### config.mk
export PLATFORM = sky130hd
export DESIGN_NAME = qts_ctrl
export DESIGN_NICKNAME = d
export VERILOG_FILES = /design/src/hdl/qts_pkg.sv /design/src/hdl/qts_ctrl.sv
export SDC_FILE = /design/constraint.sdc
export NUM_CORES = 1
export LEC_CHECK = 0
export BUFFER_PORTS_ARGS = -buffer_cell sky130_fd_sc_hd__buf_4
export CAP_MARGIN = 30
export CORE_MARGIN = 8
export CORE_UTILIZATION = 44
export DETAILED_ROUTE_END_ITERATION = 8
export PLACE_DENSITY = 0.84
export SLEW_MARGIN = 15
export SYNTH_ARGS = -nofsm -noshare
export SYNTH_HDL_FRONTEND = slang
export SYNTH_SLANG_ARGS = --single-unit
### constraint.sdc
create_clock -name clk_i -period 4.5 [get_ports clk_i]
set_clock_uncertainty 0.2 [all_clocks]
set_input_delay 0.675 -clock clk_i [delete_from_list [all_inputs] [get_ports clk_i]]
set_output_delay 0.675 -clock clk_i [all_outputs]
set_load 0.02 [all_outputs]
### src/hdl/qts_pkg.sv
// package: shared constants and codes of the two-stack queue
`timescale 1ns / 1ps
`default_nettype none
package qts_pkg;

  localparam int unsigned DEFAULT_DEPTH = 1024;
  localparam int unsigned WORD_W        = 32;
  localparam int unsigned CMD_W         = 2;
  localparam int unsigned STATUS_W      = 2;

  localparam logic [CMD_W-1:0] CMD_ENQ = 2'd0;
  localparam logic [CMD_W-1:0] CMD_DEQ = 2'd1;
  localparam logic [CMD_W-1:0] CMD_QRY = 2'd2;

  localparam logic [STATUS_W-1:0] ST_OK        = 2'd0;
  localparam logic [STATUS_W-1:0] ST_UNDERFLOW = 2'd1;
  localparam logic [STATUS_W-1:0] ST_OVERFLOW  = 2'd2;

endpackage
`default_nettype wire

### src/hdl/qts_ctrl.sv
// module: command sequencer, stack counters, transfer loop and result register
`timescale 1ns / 1ps
`default_nettype none
module qts_ctrl #(
  parameter int unsigned DEPTH = qts_pkg::DEFAULT_DEPTH,
  localparam int unsigned AddrW = $clog2(DEPTH),
  localparam int unsigned CntW  = $clog2(DEPTH + 1)
) (
  input  wire logic                          clk_i,
  input  wire logic                          rst_ni,
  input  wire logic                          in_valid_i,
  output logic                               in_ready_o,
  input  wire logic [qts_pkg::CMD_W-1:0]      cmd_i,
  input  wire logic signed [qts_pkg::WORD_W-1:0] value_i,
  output logic                               out_valid_o,
  input  wire logic                          out_ready_i,
  output logic      [qts_pkg::STATUS_W-1:0]   status_o,
  output logic signed [qts_pkg::WORD_W-1:0]   data_out_o,
  output logic                               is_empty_o,
  output logic                               mem_we_o,
  output logic      [AddrW-1:0]              mem_waddr_o,
  output logic      [qts_pkg::WORD_W-1:0]     mem_wdata_o,
  output logic                               mem_re_o,
  output logic      [AddrW-1:0]              mem_raddr_o,
  input  wire logic [qts_pkg::WORD_W-1:0]     mem_rdata_i
);

  localparam logic [1:0] S_IDLE = 2'd0;
  localparam logic [1:0] S_MOVE = 2'd1;
  localparam logic [1:0] S_POP  = 2'd2;

  localparam logic [CntW-1:0] DepthC = CntW'(DEPTH);
  localparam logic [CntW-1:0] OneC   = CntW'(1);

  logic [1:0]                    state_q, state_d;
  logic [CntW-1:0]               low_q, low_d;
  logic [CntW-1:0]               high_q, high_d;
  logic                          pend_q, pend_d;
  logic                          out_valid_q, out_valid_d;
  logic [qts_pkg::STATUS_W-1:0]  status_q, status_d;
  logic [qts_pkg::WORD_W-1:0]    data_q, data_d;
  logic                          empty_q, empty_d;
  logic                          accept;
  logic                          both_empty;
  logic [CntW:0]                 total;

  assign in_ready_o = (state_q == S_IDLE) && (!out_valid_q || out_ready_i);
  assign accept     = in_valid_i && in_ready_o;
  assign both_empty = (low_q == '0) && (high_q == '0);
  assign total      = {1'b0, low_q} + {1'b0, high_q};

  always_comb begin
    state_d     = state_q;
    low_d       = low_q;
    high_d      = high_q;
    pend_d      = pend_q;
    out_valid_d = out_valid_q && !out_ready_i;
    status_d    = status_q;
    data_d      = data_q;
    empty_d     = empty_q;
    mem_we_o    = 1'b0;
    mem_waddr_o = '0;
    mem_wdata_o = $unsigned(value_i);
    mem_re_o    = 1'b0;
    mem_raddr_o = '0;
    unique case (state_q)
      S_IDLE: begin
        if (accept) begin
          unique case (cmd_i)
            qts_pkg::CMD_ENQ: begin
              out_valid_d = 1'b1;
              data_d      = '0;
              if (total >= {1'b0, DepthC}) begin
                status_d = qts_pkg::ST_OVERFLOW;
                empty_d  = both_empty;
              end else begin
                mem_we_o    = 1'b1;
                mem_waddr_o = low_q[AddrW-1:0];
                low_d       = low_q + OneC;
                status_d    = qts_pkg::ST_OK;
                empty_d     = 1'b0;
              end
            end
            qts_pkg::CMD_DEQ: begin
              if (both_empty) begin
                out_valid_d = 1'b1;
                status_d    = qts_pkg::ST_UNDERFLOW;
                data_d      = '0;
                empty_d     = 1'b1;
              end else if (high_q != '0) begin
                mem_re_o    = 1'b1;
                mem_raddr_o = AddrW'(DepthC - high_q);
                high_d      = high_q - OneC;
                state_d     = S_POP;
              end else begin
                pend_d  = 1'b0;
                state_d = S_MOVE;
              end
            end
            default: begin
              out_valid_d = 1'b1;
              status_d    = qts_pkg::ST_OK;
              data_d      = '0;
              empty_d     = both_empty;
            end
          endcase
        end
      end
      S_MOVE: begin
        if (pend_q) begin
          mem_we_o    = 1'b1;
          mem_waddr_o = AddrW'(DepthC - OneC - high_q);
          mem_wdata_o = mem_rdata_i;
          high_d      = high_q + OneC;
        end
        if (low_q != '0) begin
          mem_re_o    = 1'b1;
          mem_raddr_o = AddrW'(low_q - OneC);
          low_d       = low_q - OneC;
          pend_d      = 1'b1;
        end else begin
          pend_d = 1'b0;
          if (!pend_q) begin
            mem_re_o    = 1'b1;
            mem_raddr_o = AddrW'(DepthC - high_q);
            high_d      = high_q - OneC;
            state_d     = S_POP;
          end
        end
      end
      S_POP: begin
        out_valid_d = 1'b1;
        status_d    = qts_pkg::ST_OK;
        data_d      = mem_rdata_i;
        empty_d     = both_empty;
        state_d     = S_IDLE;
      end
      default: begin
        state_d = S_IDLE;
      end
    endcase
  end

  always_ff @(posedge clk_i or negedge rst_ni) begin
    if (!rst_ni) begin
      state_q     <= S_IDLE;
      low_q       <= '0;
      high_q      <= '0;
      pend_q      <= 1'b0;
      out_valid_q <= 1'b0;
    end else begin
      state_q     <= state_d;
      low_q       <= low_d;
      high_q      <= high_d;
      pend_q      <= pend_d;
      out_valid_q <= out_valid_d;
    end
  end

  always_ff @(posedge clk_i) begin
    status_q <= status_d;
    data_q   <= data_d;
    empty_q  <= empty_d;
  end

  assign out_valid_o = out_valid_q;
  assign status_o    = status_q;
  assign data_out_o  = $signed(data_q);
  assign is_empty_o  = empty_q;

endmodule
`default_nettype wire

After elaboration in Yosys (flattened, before gate mapping)
Cells that the tools add are included.

Bits in registers: 61. Output and inout bits: 91.

$add $sub $neg: 7. $lt $le $gt $ge: 1. Eq/ne operators: 14. Multiplexer cells: 70. Reductions and logical operators: 20.

Operators with widths (number): $mux 32 (5); $mux 11 (11); $mux 10 (10); $pmux 32 s2 (1); $pmux 11 s2 (2); $pmux 10 s2 (2); $add 11x1->11 const B (2); $logic_not 11->1 (2); $reduce_bool 11->1 (2); $sub 11x1->11 const B (2); $mux 1 (21); $reduce_and 5->1 (4); $mux 2 (9); $ne 2x2->1 const B (7); $add 11x11->12 (1); $ge 12x11->1 const B (1); $pmux 1 s2 (6); $pmux 2 s2 (3); $sub 1x10->10 const A (1); $sub 10x10->10 const A (1); $ne 2x1->1 const B (3); $eq 2x1->1 const B (2); $logic_and 1x1->1 (4); $logic_not 2->1 (2); other kinds (6) (8).

Logic depth before layout (Yosys ltp)
Depth in word-level cells: 6. Gate-level depth with buffers: 10. Mapped depth without buffers: 8.

Worst setup path before layout
No wires, ideal clock.

Path kind: reg2reg. Start: register high_q[0]. End: register data_q, in the netlist data_out_o[0], enable pin. Setup time: 0.393 ns. Arrival: 3.251 ns. Setup slack: 0.657 ns. Stages on the path, launching flop included: 10. Buffers on the path: 1. Path through: dfrtp_1 > inv_1 > ha_1 > or4b_4 > or4_1 > buf_2 > or4_4 > nor2_1 > o21ai_0 > nand2_1.

Longest elaborated chain between the ends: 4.

RTL lines: from (decl) (RTL line qts_ctrl.sv:37) `logic [CntW-1:0] high_q, high_d;`; from (signal assigned) (RTL line qts_ctrl.sv:154) `high_q <= high_d;`; $logic_not 11->1 (RTL line qts_ctrl.sv:49) `assign both_empty = (low_q == '0) && (high_q == '0);`; $logic_and 1x1->1 (RTL line qts_ctrl.sv:49); $ne 3x3->1 (no line); $reduce_and 3->1 (no line); to (signal assigned) (RTL line qts_ctrl.sv:162) `data_q <= data_d;`; to (decl) (RTL line qts_ctrl.sv:41) `logic [qts_pkg::WORD_W-1:0] data_q, data_d;`.

No other way between the ends. A chain may end at the register's enable or synchronous reset.

Worst setup path in the final report
Start: register high_q[0]. End: output mem_raddr_o[4].

Longest elaborated chain between the ends: 6. Elaborated cells between the ends (all ways): 11. Those cells by class: 1 x add/sub; 7 x mux; 3 x reduce/logical.

RTL lines: $sub 1x10->10 (tied with other cells) (RTL line qts_ctrl.sv:92, qts_ctrl.sv:125); $mux 10 or $logic_and 1x1->1 (tied branches) (RTL line qts_ctrl.sv:90, qts_ctrl.sv:49); $mux 10 (RTL line qts_ctrl.sv:85) `if (both_empty) begin`; $mux 10 (RTL line qts_ctrl.sv:69) `unique case (cmd_i)`; $mux 10 (RTL line qts_ctrl.sv:68) `if (accept) begin`; $pmux 10 s2 (*) (RTL line qts_ctrl.sv:66) `unique case (state_q)`; to (decl) (RTL line qts_ctrl.sv:24) `output logic [AddrW-1:0] mem_raddr_o,`.

Every way passes the cells marked *; elsewhere a longest branch is shown, timed or not.

==> impl_results.md <==
* CTS tree: built
* Final period utilization at 0.9580
* Final Wtd Congestion at 0.9728
* Synth Area per Inst at 9.825 um2
* Cell count after synthesis at 434
* Setup TNS Final at 0 ns
* Layout fillers at 836
* Clock buffer depth at 2
* YS warnings at 0
* Via count at 4126
* Crit path kind: register to output port
* Die footprint at 13100 um2
* PwrDens at 452.2 nW/um2
* EDFF count, synth at 35
* Leak at 0.002541 uW
* DRT Pass-1 Iters at 5
* Die Height at 114.4 um
* WL final at 14.50 mm
* WL/cell at 20.08 um
* Largest area contributor in the synthesized netlist: edfxtp_1
* Final Setup Violations at 0
* Gate power share at 0.455
* Switching share of power at 0.4259
* Fin nets at 674
* RSZ-0062 raised after global routing: false
* Synthesized flop and latch total at 61
* Seq pwr share at 0.354
* Core area at 9594 um2
* Tmin final at 4.311 ns
* P_sw at 1121 uW
* Reg-to-reg startpoint: high_q[0]
* Synth area leaders: edfxtp_1, dfrtp_1, mux2_2
* Final Hold Violating Endpoints at 0
* Die Wd at 114.4 um
* Least-Margin Pin Slew at 0.6634 ns
* Pin count of the biggest net entering global routing at 36
* Diodes inserted at 0
* Port Buf Inserts at 160
* Most frequent cell after synthesis: edfxtp_1
* Multi-input logic area at 2412 um2
* Vias/cell at 5.715
* # rows at 36
* Ys async rst share at 0.4262
* Post-route ant nets at 0
* Library cells used by synthesis at 56
* Worst vdd ir at 0.3074 mV
* Starting Density at 0.4444
* GRT overflow at 0
* Clock Power Share at 0.191
* CTS clk-pin slew, worst paths at 0.07 ns
* Top post-synthesis cells by count: edfxtp_1, and2_1, mux2_2, nand2_1, dfrtp_1
* Share of cells above drive strength 1 at 0.3990
* # IOs at 161
* CTS Root Cell: clkbuf_8
* Final core utilization at 0.6067
* FF+latch area at 1702 um2
* Syn Nets at 524
* # hold bufs at CTS at 0
* Critical path startpoint category: register
* Global Route Usage Sum at 0.2178
* Worst Path Required at 3.62 ns
* Register area share after synthesis at 0.3991
* Vias in the first global route at 4123
* Antenna violations before repair at 0
* CTS H-tree depth at 3
* Worst Path Max Fanout at 8
* Max_cap viols at 0
* DRT iter0 DRCs at 342
* Critical Path Sink Type: output port
* Post-synthesis instance area at 4264 um2
* Peak Freq at 0.2320 GHz
* # DRC at 0
* Layout area overhead at 36.50%
* # Post-CTS Setup Buffers at 0
* Top FF cell, synth: edfxtp_1
* Worst min-delay path class: input pin to async pin
* Internal power component at 1511 uW
* CTS sink count at 61
* Status: finished, final reports clean
* Crit path from: high_q[0]
* Inserted Clock Buffers at 9
* Slew Limit Fails at 0
* Share of the synthesized area in the top cell type at 0.2465
* First-pass GRT wire length at 22.35 mm
* Crit path DAT at 3.44 ns
* Post-CTS sizing at 0
* Hpwl dp at 11.18 mm
* Slew margin rel. at 0.5543
* Worst-Skew Late Latency at 0.34 ns
flip-flops by register name (all words and copies together) (netlist names):
register,flops
data_out_o,32
high_q,11
low_q,11
state_q,2
status_o,2
is_empty_o,1
out_valid_o,1
pend_q,1
layer usage:
metal	wire length [um]	track usage
met1	5602	0.2489
met2	6946	0.3724
met3	1604	0.07595
met4	342	0.06744
met5	0	0
worst paths after layout:
kind                                   to  slack [ns]  cells past startpoint
setup / recovery           mem_raddr_o[4]        0.19                      9
hold / removal                 state_q[1]        0.04                      1
hold reg to reg                 low_q[10]        0.31                      1
min in group clk_i              low_q[10]        0.31                      1
setup reg to reg           data_out_o[24]        0.70                      9
max in group asynchronous       high_q[5]        3.79                      1
layout make-up:
cell class	instances	area share
sequential	61	0.2923
tap	133	0.02859
clock buffer	11	0.02601
timing repair buffer	172	0.2246
clock inverter	5	0.01010
inverter	6	0.003869
multi-input combinational	334	0.4144
critical path, cell delays in order, from the launching register on:
cell,delay (ns)
dfrtp_1,0.48
inv_1,0.17
ha_1,0.25
or4b_4,0.50
or4_1,0.52
or4_4,0.50
a22oi_4,0.25
inv_2,0.08
a31o_1,0.21
buf_4,0.15
cells by family after synthesis:
group           share of synthesized area
flops                              0.3991
fa+ha+maj                         0.06045
compound gates                     0.1452
simple gates                       0.2069
xor+xnor                          0.06162
buf+inv                           0.03756
mux                               0.08920
per-stage QoR:
| stage | instance area (um2) | instances | power [uW] | hold slack [ns] | worst slack, ns |
|---|---|---|---|---|---|
| after floorplan | 4264 | 434 | 1663 | 0.1794 | 0.6566 |
| after global placement | 5592 | 704 | 2090 | 0.3202 | 0.5994 |
| after detailed placement | 5592 | 704 | 2113 | 0.3060 | 0.5508 |
| after CTS | 5802 | 720 | 2626 | 0.04834 | 0.1832 |
| after global routing | 5821 | 722 | 2787 | 0.06293 | 0.01994 |
| final | 5821 | 722 | 2632 | 0.04452 | 0.1891 |
cell usage in the layout, fill, tap and decap left out, types with 11 or more instances in the layout:
cell type  count
ha_1          19
and2_1        32
nor3_1        11
dfrtp_1       26
edfxtp_1      35
nand2_1       32
buf_4        170
clkbuf_8      11
nor2_1        23
mux2_2        32
a21oi_1       19
xnor2_1       22
o21ai_0       18
power by group through the flow:
| stage | registers (uW) | logic [uW] | clock network (uW) |
|---|---|---|---|
| 4_1_cts | 924 | 1190 | 515 |
| 6_report | 932 | 1200 | 503 |
| 2_1_floorplan | 863 | 800 | 0 |
| 3_5_place_dp | 935 | 1180 | 0 |
| 5_1_grt | 948 | 1300 | 538 |
| 3_3_place_gp | 928 | 1160 | 0 |
Note: power is estimated with default switching activity, not from simulation.
